`src/hw/rtl/sat_pkg.sv`:
```
// Shared types and codes for the section address translator.
// Used by sat_match_unit, section_address_translator and the dv files; depends on nothing.
`default_nettype none

package sat_pkg;

   localparam int unsigned ADDR_W  = 32;
   localparam int unsigned COUNT_W = 5;
   localparam int unsigned INDEX_W = 4;

   localparam logic ACTION_WRITE  = 1'b0;
   localparam logic ACTION_LOOKUP = 1'b1;

   typedef struct packed {
      logic               action;
      logic [INDEX_W-1:0] entry_index;
      logic [ADDR_W-1:0]  entry_start;
      logic [ADDR_W-1:0]  entry_length;
      logic [ADDR_W-1:0]  entry_file_pos;
      logic [ADDR_W-1:0]  rva;
   } req_word_type;

   typedef struct packed {
      logic [ADDR_W-1:0] file_offset;
      logic              found;
   } rsp_word_type;

   // One stored section as it sits in a table row.
   typedef struct packed {
      logic [ADDR_W-1:0] start;
      logic [ADDR_W-1:0] length;
      logic [ADDR_W-1:0] file_pos;
   } entry_type;

   localparam int unsigned ENTRY_W = $bits(entry_type);

endpackage

`default_nettype wire

```
`src/hw/rtl/sat_ram.sv`:
```
// Generic single-port-write, single-port-read RAM with a registered read.
// Stand-alone; no package needed.
`default_nettype none

module sat_ram #(
   parameter int unsigned WIDTH = 96,
   parameter int unsigned DEPTH = 16,
   localparam int unsigned AddrW = (DEPTH > 1) ? $clog2(DEPTH) : 1
) (
   input  wire logic             clock,
   input  wire logic             wr_en,
   input  wire logic [AddrW-1:0] wr_addr,
   input  wire logic [WIDTH-1:0] wr_data,
   input  wire logic             rd_en,
   input  wire logic [AddrW-1:0] rd_addr,
   output logic      [WIDTH-1:0] rd_data
);

   logic [WIDTH-1:0] mem_ff [DEPTH];
   logic [WIDTH-1:0] rd_data_ff;

   always_ff @(posedge clock) begin
      if (wr_en) begin
         mem_ff[wr_addr] <= wr_data;
      end
      if (rd_en) begin
         rd_data_ff <= mem_ff[rd_addr];
      end
   end

   assign rd_data = rd_data_ff;

endmodule

`default_nettype wire

```
`src/hw/rtl/sat_match_unit.sv`:
```
// Shared range compare: decides whether an address falls inside one section.
// Depends on sat_pkg for the entry layout.
`default_nettype none

module sat_match_unit (
   input  wire logic [sat_pkg::ADDR_W-1:0] addr,
   input  wire sat_pkg::entry_type         entry,
   output logic                            hit
);
   import sat_pkg::*;

   logic [ADDR_W-1:0] range_end;

   // The end of the range wraps modulo 2^32, exactly as the section table defines it.
   assign range_end = entry.start + entry.length;
   assign hit       = (entry.start <= addr) && (range_end > addr);

endmodule

`default_nettype wire

```
`src/hw/rtl/section_address_translator.sv`:
```
// Section address translator: one compare a cycle on the match unit while a lookup scans.
// A write word is taken and gives no result; the next word may follow at once.
// A lookup compares the entries in table order up to the section count, clipped to the table
// size, and stops at the first hit; its result is loaded once the output register is free.
// The next word is taken the cycle after the result is loaded, so a new lookup waits for the last.
// Synchronous active-high reset clears the sequencer, count and output valid; not the table.
`default_nettype none

module section_address_translator #(
   parameter int unsigned MAX_SECTIONS = 16
) (
   input  wire logic                          clock,
   input  wire logic                          reset,

   input  wire logic                          req_valid,
   output logic                               req_stall,
   input  wire sat_pkg::req_word_type         req_data,

   output logic                               rsp_valid,
   input  wire logic                          rsp_stall,
   output sat_pkg::rsp_word_type              rsp_data,

   input  wire logic                          csr_valid,
   output logic                               csr_ready,
   input  wire logic [sat_pkg::COUNT_W-1:0]   csr_data
);
   import sat_pkg::*;

   // Table address width, and a width that can also hold the section count itself.
   localparam int unsigned AddrW  = (MAX_SECTIONS > 1) ? $clog2(MAX_SECTIONS) : 1;
   localparam int unsigned LimitW = $clog2(MAX_SECTIONS + 1);

   typedef enum logic [2:0] {
      ST_IDLE   = 3'b001,
      ST_SCAN   = 3'b010,
      ST_FINISH = 3'b100
   } state_type;

   state_type             state_ff, state_in;
   logic [COUNT_W-1:0]    count_ff, count_in;
   logic [LimitW-1:0]     limit_ff, limit_in;
   logic [LimitW-1:0]     idx_ff, idx_in;
   logic                  issued_ff, issued_in;
   logic [ADDR_W-1:0]     addr_ff, addr_in;
   logic                  found_ff, found_in;
   logic [ADDR_W-1:0]     hit_start_ff, hit_start_in;
   logic [ADDR_W-1:0]     hit_pos_ff, hit_pos_in;
   logic                  rsp_valid_ff, rsp_valid_in;
   rsp_word_type          rsp_ff, rsp_in;

   logic                  req_take;
   logic                  wr_en;
   logic [AddrW-1:0]      wr_addr;
   entry_type             wr_entry;
   logic                  rd_en;
   logic [ENTRY_W-1:0]    rd_data;
   entry_type             rd_entry;
   logic                  hit;
   logic                  out_free;

   // Words are only taken while the sequencer rests; a waiting result does not block this,
   // because the output register holds it apart from the sequencer.
   assign req_stall = (state_ff != ST_IDLE);
   assign req_take  = req_valid && !req_stall;

   // The count register may be written whenever the port offers it.
   assign csr_ready = 1'b1;

   // Table writes happen straight from the accepted word; a slot beyond the table is dropped.
   assign wr_en    = req_take && (req_data.action == ACTION_WRITE)
                     && (32'(req_data.entry_index) < 32'(MAX_SECTIONS));
   assign wr_addr  = AddrW'(req_data.entry_index);
   assign wr_entry = '{start:    req_data.entry_start,
                       length:   req_data.entry_length,
                       file_pos: req_data.entry_file_pos};

   // The scan issues one read a cycle while entries remain; the data comes back registered from the RAM.
   assign rd_en    = (state_ff == ST_SCAN) && (idx_ff < limit_ff);
   assign rd_entry = entry_type'(rd_data);

   sat_ram #(
      .WIDTH (ENTRY_W),
      .DEPTH (MAX_SECTIONS)
   ) u_table (
      .clock   (clock),
      .wr_en   (wr_en),
      .wr_addr (wr_addr),
      .wr_data (ENTRY_W'(wr_entry)),
      .rd_en   (rd_en),
      .rd_addr (idx_ff[AddrW-1:0]),
      .rd_data (rd_data)
   );

   sat_match_unit u_match (
      .addr  (addr_ff),
      .entry (rd_entry),
      .hit   (hit)
   );

   // The output register is free once empty or once its word is being taken this cycle.
   assign out_free = !rsp_valid_ff || !rsp_stall;

   always_comb begin
      state_in     = state_ff;
      count_in     = count_ff;
      limit_in     = limit_ff;
      idx_in       = idx_ff;
      issued_in    = 1'b0;
      addr_in      = addr_ff;
      found_in     = found_ff;
      hit_start_in = hit_start_ff;
      hit_pos_in   = hit_pos_ff;
      rsp_valid_in = rsp_valid_ff && rsp_stall;
      rsp_in       = rsp_ff;

      if (csr_valid && csr_ready) begin
         count_in = csr_data;
      end

      unique case (state_ff)
         ST_IDLE: begin
            if (req_take && (req_data.action == ACTION_LOOKUP)) begin
               // A count larger than the table is clipped to the table size.
               if (32'(count_ff) > 32'(MAX_SECTIONS)) begin
                  limit_in = LimitW'(MAX_SECTIONS);
               end else begin
                  limit_in = LimitW'(count_ff);
               end
               idx_in   = '0;
               addr_in  = req_data.rva;
               found_in = 1'b0;
               state_in = ST_SCAN;
            end
         end
         ST_SCAN: begin
            if (rd_en) begin
               idx_in    = idx_ff + LimitW'(1);
               issued_in = 1'b1;
            end
            // The first matching entry wins, so the scan stops at once on a hit.
            if (issued_ff && hit) begin
               found_in     = 1'b1;
               hit_start_in = rd_entry.start;
               hit_pos_in   = rd_entry.file_pos;
               issued_in    = 1'b0;
               state_in     = ST_FINISH;
            end else if (!issued_ff && !rd_en) begin
               state_in = ST_FINISH;
            end
         end
         ST_FINISH: begin
            if (out_free) begin
               rsp_valid_in = 1'b1;
               rsp_in.found = found_ff;
               if (found_ff) begin
                  rsp_in.file_offset = addr_ff - hit_start_ff + hit_pos_ff;
               end else begin
                  rsp_in.file_offset = '0;
               end
               state_in = ST_IDLE;
            end
         end
         default: begin
            state_in = ST_IDLE;
         end
      endcase
   end

   always_ff @(posedge clock) begin
      if (reset) begin
         state_ff     <= ST_IDLE;
         count_ff     <= '0;
         issued_ff    <= 1'b0;
         rsp_valid_ff <= 1'b0;
      end else begin
         state_ff     <= state_in;
         count_ff     <= count_in;
         issued_ff    <= issued_in;
         rsp_valid_ff <= rsp_valid_in;
      end
   end

   always_ff @(posedge clock) begin
      limit_ff     <= limit_in;
      idx_ff       <= idx_in;
      addr_ff      <= addr_in;
      found_ff     <= found_in;
      hit_start_ff <= hit_start_in;
      hit_pos_ff   <= hit_pos_in;
      rsp_ff       <= rsp_in;
   end

   assign rsp_valid = rsp_valid_ff;
   assign rsp_data  = rsp_ff;

   // A new result only ever appears as the sequencer leaves its final state.
   a_rsp_from_finish : assert property (@(posedge clock) disable iff (reset)
      $rose(rsp_valid_ff) |-> $past(state_ff == ST_FINISH))
      else $error("result appeared outside the finish step");

   // An accepted lookup always starts a scan on the next cycle.
   a_lookup_starts_scan : assert property (@(posedge clock) disable iff (reset)
      (req_take && (req_data.action == ACTION_LOOKUP)) |=> (state_ff == ST_SCAN))
      else $error("lookup accepted without starting a scan");

   // The scan index never runs past the number of entries to search.
   a_idx_bounded : assert property (@(posedge clock) disable iff (reset)
      (state_ff == ST_SCAN) |-> (idx_ff <= limit_ff))
      else $error("scan index beyond section limit");

   // A miss always reports a zero offset.
   a_miss_zero : assert property (@(posedge clock) disable iff (reset)
      (rsp_valid_ff && !rsp_ff.found) |-> (rsp_ff.file_offset == '0))
      else $error("miss reported with a non-zero offset");

endmodule

`default_nettype wire

```
`config.mk`:
```
export PLATFORM = sky130hd
export DESIGN_NAME = section_address_translator
export DESIGN_NICKNAME = d
export VERILOG_FILES = /design/src/hw/rtl/sat_pkg.sv /design/src/hw/rtl/sat_ram.sv /design/src/hw/rtl/sat_match_unit.sv /design/src/hw/rtl/section_address_translator.sv
export SDC_FILE = /design/constraint.sdc
export NUM_CORES = 2
export LEC_CHECK = 0
export BUFFER_PORTS_ARGS = -buffer_cell sky130_fd_sc_hd__clkbuf_2
export CORE_ASPECT_RATIO = 0.9
export CORE_UTILIZATION = 37
export DETAILED_ROUTE_END_ITERATION = 10
export GPL_ROUTABILITY_DRIVEN = 0
export HOLD_SLACK_MARGIN = 0.1
export SKIP_LAST_GASP = 1
export SLEW_MARGIN = 0
export SYNTH_ARGS = -nofsm -noshare
export SYNTH_HDL_FRONTEND = slang
export SYNTH_SLANG_ARGS = --single-unit
```
`constraint.sdc`:
```
create_clock -name clock -period 18.7 [get_ports clock]
set_clock_uncertainty 0.2 [all_clocks]
set_input_delay 0.935 -clock clock [delete_from_list [all_inputs] [get_ports clock]]
set_output_delay 0.935 -clock clock [all_outputs]
set_load 0.01 [all_outputs]
```
==> run_results.csv <==
group,metric,value,unit
outcome,status,"finished with violations",
outcome,violations,"design-rule violations",
grt,track_usage,18.14,%
placed_design,place_hpwl,97220,um
synth,synth_nets,3564,
timing,period_share,33.89,%
route,drt-pass1-iter-count,8,
final_layout,finalInstanceArea,81170,um^2
route,vias,33450,
die,io-pin-count,179,
timing,rsz0062_at_grt,"no",
final_layout,final_core_util,42.55,%
die,start_util,37.23,%
synth,synth_top_cell_area_share,74.94,%
power_and_ir_drop,p_clk_share,42.2,%
clock_network,cts_max_level,4,
job,cap_violations,0,
power_and_ir_drop,switchingPower,1.742,mW
timing,slew_violations,0,
grt,first_global_vias,34010,
route,wirelength,175700,um
power_and_ir_drop,sw_frac_of_total,21.13,%
placed_design,placed_area,75270,um^2
synth,ys_warn_count,0,
synth,synth.avg_cell_area,21.80,um^2
clock_network,cts-buffers-inserted,182,
timing,tightest_slew,1269,ps
grt,antenna_found_initial,22,
power_and_ir_drop,ir_drop,0.00009147,V
final_layout,final_nets,3883,
worst_setup_path,crit_type,"reg -> reg",
clock_network,cts_tree,"yes",
grt,overflow,0,
power_and_ir_drop,pwr-share-comb,4.0,%
die,placementRows,152,
timing,slew-limit-headroom,15.41,%
route,drc,16,
worst_setup_path,path_max_fanout,64,
synth,yosys.area.top_type,"edfxtp_1",
synth,synthArstFlopShare,0,%
clock_network,insertion_delay,810,ps
worst_setup_path,endpoint_kind,"flip-flop",
clock_network,root_buffer,"clkbuf_16",
clock_network,clkTransAtPathRegs,60,ps
timing,final-hold-violation-count,0,
clock_network,post-cts-setup-buffer-count,0,
route,wl_per_cell,28.03,um
synth,synth.yosys.seq_area_share,75.22,%
worst_setup_path,cp.arrival,6550,ps
final_layout,drive_gt1_share,26.70,%
worst_setup_path,rrSetupSlack,12360,ps
synth,synth_flop_cell,"edfxtp_1",
synth,synthTopCellsByArea,"edfxtp_1 75%, mux4_2 15%, ha_1 2.3%, fa_1 0.90%, inv_1 0.79%",
die,die_w,463.8,um
synth,syn-instance-count,3257,
route,drtAntennaViolNets,0,
power_and_ir_drop,seq_power_share,53.8,%
die,die_h,417.6,um
timing,setup-violations-final,0,
synth,synth-edff-count,1772,
synth,netlist_area,71010,um^2
final_layout,syn_to_final_growth,14.30,%
grt,grt_start_max_net_pins,141,
timing,fin_setup_tns,0,ps
clock_network,clockBufferDepth,3,
clock_network,cts_sinks,1782,
route,via_per_inst,5.334,
hold_path,hold_class,"in -> reg",
route,drt_iter0_drc,3256,
worst_setup_path,cp.required,18910,ps
die,die_area,193700,um^2
power_and_ir_drop,leakage,26.39,nW
placed_design,portBuffers,177,
die,core,190800,um^2
power_and_ir_drop,p_int,6.500,mW
power_and_ir_drop,power_density,101.6,nW/um^2
timing,fin_crit,6338,ps
synth,ys_seq_elements,1782,
worst_setup_path,startpoint_type,"flip-flop",
synth,ys_types,67,
grt,grt_pass1_wl,251100,um
timing,fmax,157.8,MHz
-- synth_stat cells, types with 8 or more instances --
cell / count
and3_1: 8
o21a_1: 18
xnor2_1: 36
nand2b_1: 11
o211ai_1: 9
xor2_1: 13
o21bai_1: 10
a21oi_1: 65
mux2i_1: 8
edfxtp_1: 1772
a31oi_1: 11
inv_1: 149
nand2_1: 45
nor2b_1: 15
a21o_1: 50
buf_2: 36
nor2_1: 96
ha_1: 132
fa_1: 32
mux4_2: 480
o21ai_0: 32
dfxtp_1: 10
nor3_1: 26
nand4_1: 17
clkbuf_1: 74
nand3_1: 18
a211oi_1: 12
-- per-layer routing --
layer / part of all wire (%) / GRT usage, %
met1: 41 / 24.33
met3: 5.3 / 2.842
met5: 0.027 / 0
met4: 1.9 / 3.981
met2: 51 / 31.15
-- flip-flops by register name, indices dropped and copies added (netlist names), 3 cells and up --
| register | flops |
|---|---|
| u_table.mem_ff | 1536 |
| u_table.rd_data | 96 |
| rsp_data | 33 |
| addr_ff | 32 |
| hit_pos_ff | 32 |
| hit_start_ff | 32 |
| count_ff | 5 |
| idx_ff | 5 |
| limit_ff | 5 |
| state_ff | 3 |
-- metrics by stage --
| step | instances | hold slack [ps] | total power [mW] | setup slack, ps |
|---|---|---|---|---|
| floorplan | 3257 | 200.3 | 4.702 | 9795 |
| global placement | 5914 | 205.5 | 4.846 | 12540 |
| detailed placement | 5914 | 205.4 | 4.851 | 12420 |
| CTS | 6264 | 105.1 | 8.333 | 12390 |
| global route | 6266 | 121.2 | 8.499 | 11970 |
| finish | 6270 | 154.6 | 8.242 | 12360 |
-- critical path, cell delays in order, from the launching register on --
cell and delay, ps:
edfxtp_1 410, ha_1 230, inv_1 70, fa_1 210, nor2b_1 70, o31a_1 290
o21a_1 250, a211oi_1 500, o21ai_1 230, o41ai_2 360, o41ai_1 170, xor2_1 170
ha_1 330, nand3_1 80, or4_1 530, nor2_1 220, nand3_1 130, a21oi_1 150
nor4_1 70, a211o_1 360, nor2_4 110, buf_4 700
-- cells by family (layout without fill, tap and decap cells) --
kind of cell / count (synthesis) / in the layout / synth area share (%)
DFF: 1782 / 1782 / 75.22
muxes: 489 / 489 / 15.35
and+or+nand+nor: 266 / 266 / 1.834
buffers and inverters: 265 / 731 / 1.470
AOI/OAI and AO/OA: 241 / 241 / 2.289
adders and majority gates: 164 / 164 / 3.228
xor gates and xnor gates: 49 / 49 / 0.6044
other: 1 / 7 / 0.005281
-- power by group through the flow --
stage	Clock, mW	Combinational [mW]	Sequential [mW]
2_1_floorplan	0	0.186	4.52
3_3_place_gp	0	0.330	4.52
3_5_place_dp	0	0.334	4.52
4_1_cts	3.56	0.338	4.43
5_1_grt	3.71	0.357	4.43
6_report	3.48	0.329	4.43
-- cells in the final DEF, fill, tap and decap left out, types with 10 or more instances in the layout --
| master | synthesis | routed |
|---|---|---|
| edfxtp_1 | 1772 | 1772 |
| mux4_2 | 480 | 480 |
| clkbuf_16 | 0 | 183 |
| clkbuf_2 | 0 | 177 |
| inv_1 | 149 | 147 |
| ha_1 | 132 | 132 |
| nor2_1 | 96 | 83 |
| a21oi_1 | 65 | 64 |
| a21o_1 | 50 | 50 |
| nand2_1 | 45 | 45 |
| buf_4 | 1 | 43 |
| clkbuf_1 | 74 | 41 |
| clkinv_1 | 1 | 40 |
| xnor2_1 | 36 | 36 |
| o21ai_0 | 32 | 32 |
| fa_1 | 32 | 32 |
| clkinv_2 | 0 | 28 |
| nor3_1 | 26 | 22 |
| dlygate4sd3_1 | 0 | 19 |
| nand3_1 | 18 | 18 |
| o21a_1 | 18 | 18 |
| nand4_1 | 17 | 17 |
| nor2b_1 | 15 | 15 |
| xor2_1 | 13 | 13 |
| nor2_4 | 0 | 13 |
| a211oi_1 | 12 | 12 |
| nand2b_1 | 11 | 11 |
| a31oi_1 | 11 | 11 |
| buf_12 | 0 | 11 |
| o21bai_1 | 10 | 10 |
| dfxtp_1 | 10 | 10 |
-- what timing repair did --
action | in CTS | in global routing
setup endpoints to repair | 0 | 0
gates resized for setup | 0 | 0
endpoints found under the hold margin | 19 | 0
hold buffers | 19 | 0
-- area by class of cell --
| type | instances | area, um^2 |
|---|---|---|
| fillers | 16340 | 109600 |
| flip-flops and latches | 1782 | 53410 |
| multi-input cells | 1210 | 16680 |
| clock buffers | 227 | 4775 |
| well taps | 2541 | 3179 |
| repair buffers | 250 | 1619 |
| clock inverters | 104 | 917.1 |
| inverters | 150 | 565.5 |
| diodes | 6 | 15.01 |
-- worst paths after layout --
kind	startpoint	to	cells after the start
worst max-delay path	u_table.rd_data[64]	hit_pos_ff[27]	21
worst min-delay path	req_data[2]	addr_ff[2]	1
worst max register to register	u_table.rd_data[64]	hit_pos_ff[27]	21
worst min register to register	u_table.rd_data[0]	hit_pos_ff[0]	0
No activity file was read; power rests on OpenSTA's default activity.
